`src/design/mark_list_text_parser_core_defines.svh`:
```
// Assertion macros used by the mark list parser core
`ifndef MARK_LIST_TEXT_PARSER_CORE_DEFINES_SVH
`define MARK_LIST_TEXT_PARSER_CORE_DEFINES_SVH

// Same-cycle implication, checked outside reset
`define MLP_ASSERT_IMPL(label, clk, rst_n, ante, cons) \
    label: assert property (@(posedge clk) disable iff (!rst_n) (ante) |-> (cons)) \
        else $error("mark list parser: assertion failed");

// Next-cycle implication, checked outside reset
`define MLP_ASSERT_NEXT(label, clk, rst_n, ante, cons) \
    label: assert property (@(posedge clk) disable iff (!rst_n) (ante) |=> (cons)) \
        else $error("mark list parser: assertion failed");

`endif

```
`src/design/mlp_pkg.sv`:
```
// Shared types and constants of the mark list parser
package mlp_pkg;

    localparam int MAX_KEY_DIGITS_DEF = 16;
    localparam int QUEUE_DEPTH        = 4;

    localparam logic [15:0] CH_COMMA = 16'h002C;
    localparam logic [15:0] CH_COLON = 16'h003A;

    // Character class of one queued word
    typedef enum logic [1:0] {
        TK_OTHER,
        TK_COMMA,
        TK_COLON,
        TK_EOT
    } t_tok_kind;

    typedef struct packed {
        t_tok_kind   kind;
        logic        hex_ok;
        logic        dec_ok;
        logic [3:0]  digit;
    } t_tok;

    typedef enum logic [1:0] {
        RK_MARK,
        RK_ACCEPT,
        RK_REJECT
    } t_kind;

    typedef enum logic [1:0] {
        FLT_NONE,
        FLT_COLON,
        FLT_KEY,
        FLT_TYPE
    } t_fault;

    // Queue handshake between front and back
    typedef struct packed {
        logic full;
        logic empty;
    } t_q_status;

endpackage

```
`src/design/mlp_front.sv`:
```
// Front end: accepts input words and classifies each character
module mlp_front (
    input  logic          i_clk,
    input  logic          i_rst_n,
    input  logic          i_in_valid,
    input  logic [15:0]   i_char_code,
    input  logic          i_end_of_text,
    input  logic          i_q_full,
    output logic          o_in_stall,
    output logic          o_push,
    output mlp_pkg::t_tok o_push_tok
);

    mlp_pkg::t_tok tok;
    logic          r_busy_seen;

    // Classify: separators, hex digit value, decimal digit flag
    always_comb begin
        tok        = '0;
        tok.kind   = mlp_pkg::TK_OTHER;
        if (i_end_of_text) begin
            tok.kind = mlp_pkg::TK_EOT;
        end else if (i_char_code == mlp_pkg::CH_COMMA) begin
            tok.kind = mlp_pkg::TK_COMMA;
        end else if (i_char_code == mlp_pkg::CH_COLON) begin
            tok.kind = mlp_pkg::TK_COLON;
        end
        if (!i_end_of_text) begin
            if (i_char_code >= 16'h0030 && i_char_code <= 16'h0039) begin
                tok.hex_ok = 1'b1;
                tok.dec_ok = 1'b1;
                tok.digit  = i_char_code[3:0];
            end else if (i_char_code >= 16'h0061 && i_char_code <= 16'h0066) begin
                tok.hex_ok = 1'b1;
                tok.digit  = 4'(i_char_code[3:0] + 4'd9);
            end else if (i_char_code >= 16'h0041 && i_char_code <= 16'h0046) begin
                tok.hex_ok = 1'b1;
                tok.digit  = 4'(i_char_code[3:0] + 4'd9);
            end
        end
    end

    // Track back pressure seen at the front (debug visibility only of stall)
    always_ff @(posedge i_clk) begin
        if (!i_rst_n) begin
            r_busy_seen <= 1'b0;
        end else begin
            r_busy_seen <= i_in_valid && i_q_full;
        end
    end

    assign o_in_stall = i_q_full || (r_busy_seen && i_q_full);
    assign o_push     = i_in_valid && !i_q_full;
    assign o_push_tok = tok;

endmodule

```
`src/design/mlp_queue.sv`:
```
// Short word queue between classifier and parser back end
module mlp_queue (
    input  logic               i_clk,
    input  logic               i_rst_n,
    input  logic               i_push,
    input  mlp_pkg::t_tok      i_push_tok,
    input  logic               i_pop,
    output mlp_pkg::t_tok      o_pop_tok,
    output mlp_pkg::t_q_status o_status
);

    localparam int DEPTH = mlp_pkg::QUEUE_DEPTH;
    localparam int AW    = $clog2(DEPTH);
    localparam int CW    = $clog2(DEPTH + 1);

    mlp_pkg::t_tok r_mem [DEPTH];
    logic [AW-1:0] r_wr_ptr;
    logic [AW-1:0] r_rd_ptr;
    logic [CW-1:0] r_count;
    logic          do_push;
    logic          do_pop;

    assign o_status.full  = (r_count == CW'(DEPTH));
    assign o_status.empty = (r_count == '0);
    assign do_push        = i_push && !o_status.full;
    assign do_pop         = i_pop && !o_status.empty;
    assign o_pop_tok      = r_mem[r_rd_ptr];

    // Pointers and fill count
    always_ff @(posedge i_clk) begin
        if (!i_rst_n) begin
            r_wr_ptr <= '0;
            r_rd_ptr <= '0;
            r_count  <= '0;
        end else begin
            if (do_push) begin
                r_wr_ptr <= (r_wr_ptr == AW'(DEPTH - 1)) ? '0 : AW'(r_wr_ptr + 1'b1);
            end
            if (do_pop) begin
                r_rd_ptr <= (r_rd_ptr == AW'(DEPTH - 1)) ? '0 : AW'(r_rd_ptr + 1'b1);
            end
            if (do_push && !do_pop) begin
                r_count <= CW'(r_count + 1'b1);
            end else if (do_pop && !do_push) begin
                r_count <= CW'(r_count - 1'b1);
            end
        end
    end

    // Storage
    always_ff @(posedge i_clk) begin
        if (do_push) begin
            r_mem[r_wr_ptr] <= i_push_tok;
        end
    end

endmodule

```
`src/design/mlp_back.sv`:
```
// Back end: item parser state, result register and pending verdict
module mlp_back #(
    parameter int MAX_KEY_DIGITS = mlp_pkg::MAX_KEY_DIGITS_DEF
) (
    input  logic               i_clk,
    input  logic               i_rst_n,
    input  mlp_pkg::t_tok      i_tok,
    input  mlp_pkg::t_q_status i_q_status,
    output logic               o_pop,
    output logic               o_out_valid,
    input  logic               i_out_stall,
    output logic [1:0]         o_result_kind,
    output logic [62:0]        o_position,
    output logic [1:0]         o_mark_type,
    output logic [1:0]         o_fault,
    output logic               o_last_of_run
);

    localparam int KCW = $clog2(MAX_KEY_DIGITS + 2);

    typedef enum logic [1:0] {
        PH_KEY,
        PH_TYPE,
        PH_FAIL
    } t_phase;

    t_phase          r_phase,       n_phase;
    logic            r_item_seen,   n_item_seen;
    logic [63:0]     r_key_value,   n_key_value;
    logic [KCW-1:0]  r_key_cnt,     n_key_cnt;
    logic            r_key_bad,     n_key_bad;
    logic [2:0]      r_type_sat,    n_type_sat;
    logic            r_type_seen,   n_type_seen;
    logic            r_type_bad,    n_type_bad;
    mlp_pkg::t_fault r_first_fault, n_first_fault;

    logic            r_out_valid,   n_out_valid;
    mlp_pkg::t_kind  r_kind,        n_kind;
    logic [62:0]     r_pos,         n_pos;
    logic [1:0]      r_mtype,       n_mtype;
    mlp_pkg::t_fault r_fault,       n_fault;
    logic            r_last,        n_last;
    logic            r_pend,        n_pend;

    logic            out_free;
    logic            key_ok;
    logic            type_ok;
    logic            close_mark;
    mlp_pkg::t_fault close_fault;
    mlp_pkg::t_fault eot_fault;

    assign out_free = !r_out_valid || !i_out_stall;
    assign o_pop    = out_free && !r_pend && !i_q_status.empty;

    // Item checks at a closing comma or end marker
    assign key_ok  = !r_key_bad && (r_key_cnt != '0)
                     && (r_key_cnt <= KCW'(MAX_KEY_DIGITS)) && !r_key_value[63];
    assign type_ok = !r_type_bad && r_type_seen
                     && (r_type_sat >= 3'd1) && (r_type_sat <= 3'd3);

    always_comb begin
        close_mark  = 1'b0;
        close_fault = mlp_pkg::FLT_NONE;
        unique case (r_phase)
            PH_KEY: begin
                if (r_item_seen) begin
                    close_fault = mlp_pkg::FLT_COLON;
                end
            end
            PH_TYPE: begin
                if (!key_ok) begin
                    close_fault = mlp_pkg::FLT_KEY;
                end else if (!type_ok) begin
                    close_fault = mlp_pkg::FLT_TYPE;
                end else begin
                    close_mark = 1'b1;
                end
            end
            default: begin
                close_fault = mlp_pkg::FLT_NONE;
            end
        endcase
        eot_fault = (r_phase == PH_FAIL) ? r_first_fault : close_fault;
    end

    // Next state and result selection
    always_comb begin
        n_phase       = r_phase;
        n_item_seen   = r_item_seen;
        n_key_value   = r_key_value;
        n_key_cnt     = r_key_cnt;
        n_key_bad     = r_key_bad;
        n_type_sat    = r_type_sat;
        n_type_seen   = r_type_seen;
        n_type_bad    = r_type_bad;
        n_first_fault = r_first_fault;
        n_out_valid   = r_out_valid;
        n_kind        = r_kind;
        n_pos         = r_pos;
        n_mtype       = r_mtype;
        n_fault       = r_fault;
        n_last        = r_last;
        n_pend        = r_pend;

        if (out_free) begin
            n_out_valid = 1'b0;
        end

        if (out_free && r_pend) begin
            // Accept verdict that follows a mark on the same end marker
            n_out_valid = 1'b1;
            n_kind      = mlp_pkg::RK_ACCEPT;
            n_pos       = '0;
            n_mtype     = '0;
            n_fault     = mlp_pkg::FLT_NONE;
            n_last      = 1'b1;
            n_pend      = 1'b0;
        end else if (o_pop) begin
            if (i_tok.kind == mlp_pkg::TK_EOT) begin
                if (close_mark) begin
                    n_out_valid = 1'b1;
                    n_kind      = mlp_pkg::RK_MARK;
                    n_pos       = r_key_value[62:0];
                    n_mtype     = r_type_sat[1:0];
                    n_fault     = mlp_pkg::FLT_NONE;
                    n_last      = 1'b0;
                    n_pend      = 1'b1;
                end else begin
                    n_out_valid = 1'b1;
                    n_kind      = (eot_fault != mlp_pkg::FLT_NONE) ?
                                  mlp_pkg::RK_REJECT : mlp_pkg::RK_ACCEPT;
                    n_pos       = '0;
                    n_mtype     = '0;
                    n_fault     = eot_fault;
                    n_last      = 1'b1;
                end
                n_phase       = PH_KEY;
                n_first_fault = mlp_pkg::FLT_NONE;
                n_item_seen   = 1'b0;
                n_key_value   = '0;
                n_key_cnt     = '0;
                n_key_bad     = 1'b0;
                n_type_sat    = '0;
                n_type_seen   = 1'b0;
                n_type_bad    = 1'b0;
            end else if (r_phase == PH_FAIL) begin
                n_phase = PH_FAIL;
            end else if (i_tok.kind == mlp_pkg::TK_COMMA) begin
                if (close_mark) begin
                    n_out_valid = 1'b1;
                    n_kind      = mlp_pkg::RK_MARK;
                    n_pos       = r_key_value[62:0];
                    n_mtype     = r_type_sat[1:0];
                    n_fault     = mlp_pkg::FLT_NONE;
                    n_last      = 1'b1;
                end
                if (close_fault != mlp_pkg::FLT_NONE) begin
                    n_phase       = PH_FAIL;
                    n_first_fault = close_fault;
                end else begin
                    n_phase     = PH_KEY;
                    n_item_seen = 1'b0;
                    n_key_value = '0;
                    n_key_cnt   = '0;
                    n_key_bad   = 1'b0;
                    n_type_sat  = '0;
                    n_type_seen = 1'b0;
                    n_type_bad  = 1'b0;
                end
            end else begin
                n_item_seen = 1'b1;
                if (r_phase == PH_KEY) begin
                    if (i_tok.kind == mlp_pkg::TK_COLON) begin
                        n_phase = PH_TYPE;
                    end else if (!i_tok.hex_ok) begin
                        n_key_bad = 1'b1;
                    end else if (r_key_cnt < KCW'(MAX_KEY_DIGITS)) begin
                        n_key_value = {r_key_value[59:0], i_tok.digit};
                        n_key_cnt   = KCW'(r_key_cnt + 1'b1);
                    end else begin
                        n_key_cnt = KCW'(MAX_KEY_DIGITS + 1);
                    end
                end else begin
                    if (i_tok.dec_ok) begin
                        // Saturating decimal accumulate, ceiling four
                        if (r_type_sat != 3'd0 || i_tok.digit > 4'd4) begin
                            n_type_sat = 3'd4;
                        end else begin
                            n_type_sat = i_tok.digit[2:0];
                        end
                        n_type_seen = 1'b1;
                    end else begin
                        n_type_bad = 1'b1;
                    end
                end
            end
        end
    end

    // Control state
    always_ff @(posedge i_clk) begin
        if (!i_rst_n) begin
            r_phase       <= PH_KEY;
            r_item_seen   <= 1'b0;
            r_key_value   <= '0;
            r_key_cnt     <= '0;
            r_key_bad     <= 1'b0;
            r_type_sat    <= '0;
            r_type_seen   <= 1'b0;
            r_type_bad    <= 1'b0;
            r_first_fault <= mlp_pkg::FLT_NONE;
            r_out_valid   <= 1'b0;
            r_pend        <= 1'b0;
        end else begin
            r_phase       <= n_phase;
            r_item_seen   <= n_item_seen;
            r_key_value   <= n_key_value;
            r_key_cnt     <= n_key_cnt;
            r_key_bad     <= n_key_bad;
            r_type_sat    <= n_type_sat;
            r_type_seen   <= n_type_seen;
            r_type_bad    <= n_type_bad;
            r_first_fault <= n_first_fault;
            r_out_valid   <= n_out_valid;
            r_pend        <= n_pend;
        end
    end

    // Result payload
    always_ff @(posedge i_clk) begin
        r_kind  <= n_kind;
        r_pos   <= n_pos;
        r_mtype <= n_mtype;
        r_fault <= n_fault;
        r_last  <= n_last;
    end

    assign o_out_valid   = r_out_valid;
    assign o_result_kind = r_kind;
    assign o_position    = r_pos;
    assign o_mark_type   = r_mtype;
    assign o_fault       = r_fault;
    assign o_last_of_run = r_last;

endmodule

```
`src/design/mark_list_text_parser_core.sv`:
```
// A result word is registered in the back end after its input word leaves the queue storage.
// Throughput: one character word per cycle when neither side stalls, set by the single-word back end step;
// an end marker that closes a valid item emits two results, the mark and then the accept verdict.
// A four-word queue parts the classifier from the parser so each side stalls alone.
// Reset (i_rst_n low, synchronous) empties the queue and output and starts a new list.
`include "mark_list_text_parser_core_defines.svh"

module mark_list_text_parser_core #(
    parameter int MAX_KEY_DIGITS = mlp_pkg::MAX_KEY_DIGITS_DEF
) (
    input  logic        i_clk,
    input  logic        i_rst_n,
    input  logic        i_in_valid,
    output logic        o_in_stall,
    input  logic [15:0] i_char_code,
    input  logic        i_end_of_text,
    output logic        o_out_valid,
    input  logic        i_out_stall,
    output logic [1:0]  o_result_kind,
    output logic [62:0] o_position,
    output logic [1:0]  o_mark_type,
    output logic [1:0]  o_fault,
    output logic        o_last_of_run
);

    logic               push;
    mlp_pkg::t_tok      push_tok;
    logic               pop;
    mlp_pkg::t_tok      pop_tok;
    mlp_pkg::t_q_status q_status;

    mlp_front u_front (
        .i_clk         (i_clk),
        .i_rst_n       (i_rst_n),
        .i_in_valid    (i_in_valid),
        .i_char_code   (i_char_code),
        .i_end_of_text (i_end_of_text),
        .i_q_full      (q_status.full),
        .o_in_stall    (o_in_stall),
        .o_push        (push),
        .o_push_tok    (push_tok)
    );

    mlp_queue u_queue (
        .i_clk      (i_clk),
        .i_rst_n    (i_rst_n),
        .i_push     (push),
        .i_push_tok (push_tok),
        .i_pop      (pop),
        .o_pop_tok  (pop_tok),
        .o_status   (q_status)
    );

    mlp_back #(
        .MAX_KEY_DIGITS (MAX_KEY_DIGITS)
    ) u_back (
        .i_clk         (i_clk),
        .i_rst_n       (i_rst_n),
        .i_tok         (pop_tok),
        .i_q_status    (q_status),
        .o_pop         (pop),
        .o_out_valid   (o_out_valid),
        .i_out_stall   (i_out_stall),
        .o_result_kind (o_result_kind),
        .o_position    (o_position),
        .o_mark_type   (o_mark_type),
        .o_fault       (o_fault),
        .o_last_of_run (o_last_of_run)
    );

    // A mark word carries a real type and no fault
    `MLP_ASSERT_IMPL(a_mark_fields, i_clk, i_rst_n, o_out_valid && o_result_kind == mlp_pkg::RK_MARK, o_mark_type != 2'd0 && o_fault == mlp_pkg::FLT_NONE)
    // A reject verdict always names its fault and closes the run
    `MLP_ASSERT_IMPL(a_reject_fault, i_clk, i_rst_n, o_out_valid && o_result_kind == mlp_pkg::RK_REJECT, o_fault != mlp_pkg::FLT_NONE && o_last_of_run && o_position == '0)
    // A mark that is not last of its run is followed by the accept verdict
    `MLP_ASSERT_NEXT(a_mark_then_verdict, i_clk, i_rst_n, o_out_valid && !i_out_stall && o_result_kind == mlp_pkg::RK_MARK && !o_last_of_run, o_out_valid && o_result_kind == mlp_pkg::RK_ACCEPT)
    // The queue never pops while empty
    `MLP_ASSERT_IMPL(a_no_empty_pop, i_clk, i_rst_n, pop, !q_status.empty)

endmodule

```
`config.mk`:
```
export PLATFORM = sky130hd
export DESIGN_NAME = mark_list_text_parser_core
export DESIGN_NICKNAME = d
export VERILOG_FILES = /design/src/design/mlp_pkg.sv /design/src/design/mlp_front.sv /design/src/design/mlp_queue.sv /design/src/design/mlp_back.sv /design/src/design/mark_list_text_parser_core.sv
export VERILOG_INCLUDE_DIRS = /design/src /design/src/design
export SDC_FILE = /design/constraint.sdc
export NUM_CORES = 1
export LEC_CHECK = 0
export BUFFER_PORTS_ARGS = -buffer_cell sky130_fd_sc_hd__buf_2
export CAP_MARGIN = 40
export CORE_MARGIN = 2
export CORE_UTILIZATION = 65
export CTS_BUF_LIST = sky130_fd_sc_hd__clkbuf_2
export DETAILED_ROUTE_END_ITERATION = 8
export PLACE_DENSITY = 0.94
export REMOVE_ABC_BUFFERS = 1
export SYNTH_ARGS = -nofsm -noshare
export SYNTH_HDL_FRONTEND = slang
export SYNTH_SLANG_ARGS = --single-unit
```
`constraint.sdc`:
```
create_clock -name i_clk -period 8.05 [get_ports i_clk]
set_clock_uncertainty 0.2 [all_clocks]
set_input_delay 1.61 -clock i_clk [delete_from_list [all_inputs] [get_ports i_clk]]
set_output_delay 1.61 -clock i_clk [all_outputs]
set_load 0.005 [all_outputs]
```
==> metrics.csv <==
metric,value,unit
Comb pwr share,34.0,%
ANT nets after route,0,
Root Buffer,clkbuf_2,
DP Area,0.00860,mm2
total gr overflow,0,
CP bufs+invs,3,
count of pins over their slew limit,0,
Sinks on Clock Net,193,
# DRC,0,
Pint,0.00156,W
Iter 0 DRT Violations,859,
Final Wtd Congestion,0.896,
total track usage,26.3,%
# nets final,965,
critical path peak fanout,42,
Mean Syn Cell Area,9.28,um2
Worst-Margin Slew,0.971,ns
initial antenna violation count,0,
Seq cells post-synth,193,
"commonest non-fill, non-tap cell in the layout",nand2_1,
Tightest Hold Check Type,register to register,
Max rail drop VDD,0.000278,V
Hold Buf Count CTS,0,
Synth top area share,40.1,%
number of max-cap violations,0,
worst-skew pair later-pin latency,0.76,ns
Post-synth EDFFs,32,
Clk pwr share,20.4,%
Worst EP arrival,4.36,ns
layout cell share with drive strength beyond 1,15.7,%
P_leak,3.34,nW
"CTS clk-pin slew, worst paths",0.24,ns
most frequent cells in the layout,"nand2_1 (202), dfxtp_1 (161), buf_2 (92)",
Total Wirelength,17100,um
RSZ-0062 raised after global routing,false,
cell count along the critical path,9,
Post CTS Setup Buffer Count,0,
worst r2r dst,u_back.r_key_value[2],
top cell type by total area after synthesis,dfxtp_1,
Die W,115,um
critical path type,register to register,
post-CTS sizing,0,
Area contributors post-synth,"dfxtp_1 (40%), edfxtp_1 (12%), nand2_1 (9.5%)",
Pwr per Cell Area,277,mW/mm2
"Seq/Total Area, Yosys",52.0,%
die area,0.0133,mm2
R2R setup slack,4.13,ns
Initial DRT Pass Iterations,5,
Tcrit/Tclk final,48.7,%
CP Capture Type,register,
Hold WS,0.267,ns
Critical Path RT,8.48,ns
Die Ht,115,um
Power Total,0.00246,W
core area,0.0121,mm2
DR vias/cell,5.93,
initial core utilization,66.7,%
vias post-DR,6572,
Avg WL per Cell,15.4,um
Util after Layout,73.5,%
Worst path max stage delay,0.77,ns
synthesized cell area,0.00804,mm2
"delay-heaviest family, CP",compound AO/OA/AOI/OAI gates,
slowest cell on the critical path,a221oi_1,
largest net degree at the start of global routing,73,
Reg power frac,45.6,%
Port Buffers,92,
FF-to-FF path depth,9,
H-tree Lvls,4,
crit-path cells,mux4_2 -> inv_1 -> ha_1 -> o211ai_1 -> a221oi_1 -> nor4b_2 -> buf_4 -> buf_16 -> mux2i_1,
Final min period,3.92,ns
first-pass GRT wire length,27900,um
crit path launch type,register,
total CTS buffers,17,
fin area,0.00886,mm2
post-synth cell types,59,
"Top FF cell, synth",dfxtp_1,
Switching Fraction,36.5,%
Psw,0.000896,W
TritonCTS clock tree,built,
crit path to,u_back.r_key_value[2],
Mapped Cells,866,
number of global-route vias before repair,6110,
IO Count,93,
Slew headroom,34.9,%
Final setup viols,0,
clock buffer depth,2,
status,finished clean,
Yosys warnings,0,
Diodes inserted,0,
synthesis-to-layout area growth,10.2,%
asr flop ratio synth,0,%
Fmax,255,MHz
post-DP HPWL,11000,um
final hold viol count,0,
cell row count,40,
worst register-to-register path, stage by stage, from the launching register on:
cell and delay (ns):
dfxtp_1 0.65, mux4_2 0.64, inv_1 0.09, ha_1 0.40, o211ai_1 0.21, a221oi_1 0.77, nor4b_2 0.12, buf_4 0.31
buf_16 0.27, mux2i_1 0.19
worst min path at each step:
stage	start	end	slack (ns)	cells past startpoint
floorplan	u_back.r_key_value[60]	u_back.r_key_value[60]	0.23	2
finish	u_back.r_key_value[1]	u_back.o_position[1]	0.27	2
global route	u_back.r_key_value[13]	u_back.o_position[13]	0.29	2
global placement	u_back.r_key_value[61]	u_back.r_key_value[61]	0.24	2
detailed placement	u_back.o_position[26]	u_back.o_position[26]	0.25	2
CTS	u_back.r_key_value[3]	u_back.r_key_value[7]	0.27	2
power groups by stage:
stage | registers (W) | logic [W] | clock network, W
2_1_floorplan | 0.00111 | 0.000675 | 0
3_3_place_gp | 0.00113 | 0.000777 | 0
3_5_place_dp | 0.00114 | 0.000810 | 0
4_1_cts | 0.00112 | 0.000820 | 0.000505
5_1_grt | 0.00113 | 0.000902 | 0.000546
6_report | 0.00112 | 0.000836 | 0.000500
layout make-up:
class,count,area [um2]
fill,854,3200
timing repair buffer,103,567
tap,168,210
inverter,19,71.3
clock inverter,11,153
multi-input combinational,594,3570
clock buffer,21,105
sequential,193,4180
cell families after synthesis:
kind of cell               synth area share (%)
and+or+nand+nor                            20.2
buffers and inverters                      3.92
AOI/OAI and AO/OA                          9.57
muxes                                      11.4
DFF                                        52.0
xor gates and xnor gates                  0.218
adders and majority gates                  2.58
state kept, by name, summed over array words and instances (netlist names), 3 cells and up, named ones only:
name and count:
u_back.r_key_value 64, u_back.o_position 63, u_queue.r_mem 32, u_back.r_key_cnt 5, u_back.r_type_sat 3, u_queue.r_count 3
synthesized netlist by cell type (4+ instances only):
| cell | number |
|---|---|
| a211oi_1 | 5 |
| a21oi_1 | 80 |
| and2_1 | 4 |
| buf_1 | 5 |
| buf_2 | 9 |
| clkbuf_1 | 45 |
| dfxtp_1 | 161 |
| edfxtp_1 | 32 |
| ha_1 | 15 |
| inv_1 | 17 |
| mux2i_1 | 72 |
| mux4_1 | 5 |
| nand2_1 | 203 |
| nand3_1 | 79 |
| nand3b_1 | 4 |
| nor2_1 | 24 |
| nor2b_1 | 6 |
| nor3_1 | 11 |
| nor3b_1 | 4 |
| nor4_1 | 5 |
| o21ai_0 | 16 |
| or3_1 | 5 |
layer usage:
metal	share of wire (%)	vias up	GRT usage, %
met3	5.4	46	6.06
li1	-	3152	-
met1	43	3135	32.6
met2	49	239	44.5
met5	0	-	0
met4	2.5	0	10.7
through the flow:
stage	setup WS [ns]	setup TNS (ns)	std cells
floorplan	-4.64	-297.14	806
global placement	3.76	0	1075
detailed placement	3.84	0	1077
CTS	4.17	0	1109
global route	3.88	0	1109
finish	4.13	0	1109
Note: power is estimated with default switching activity, not from simulation.
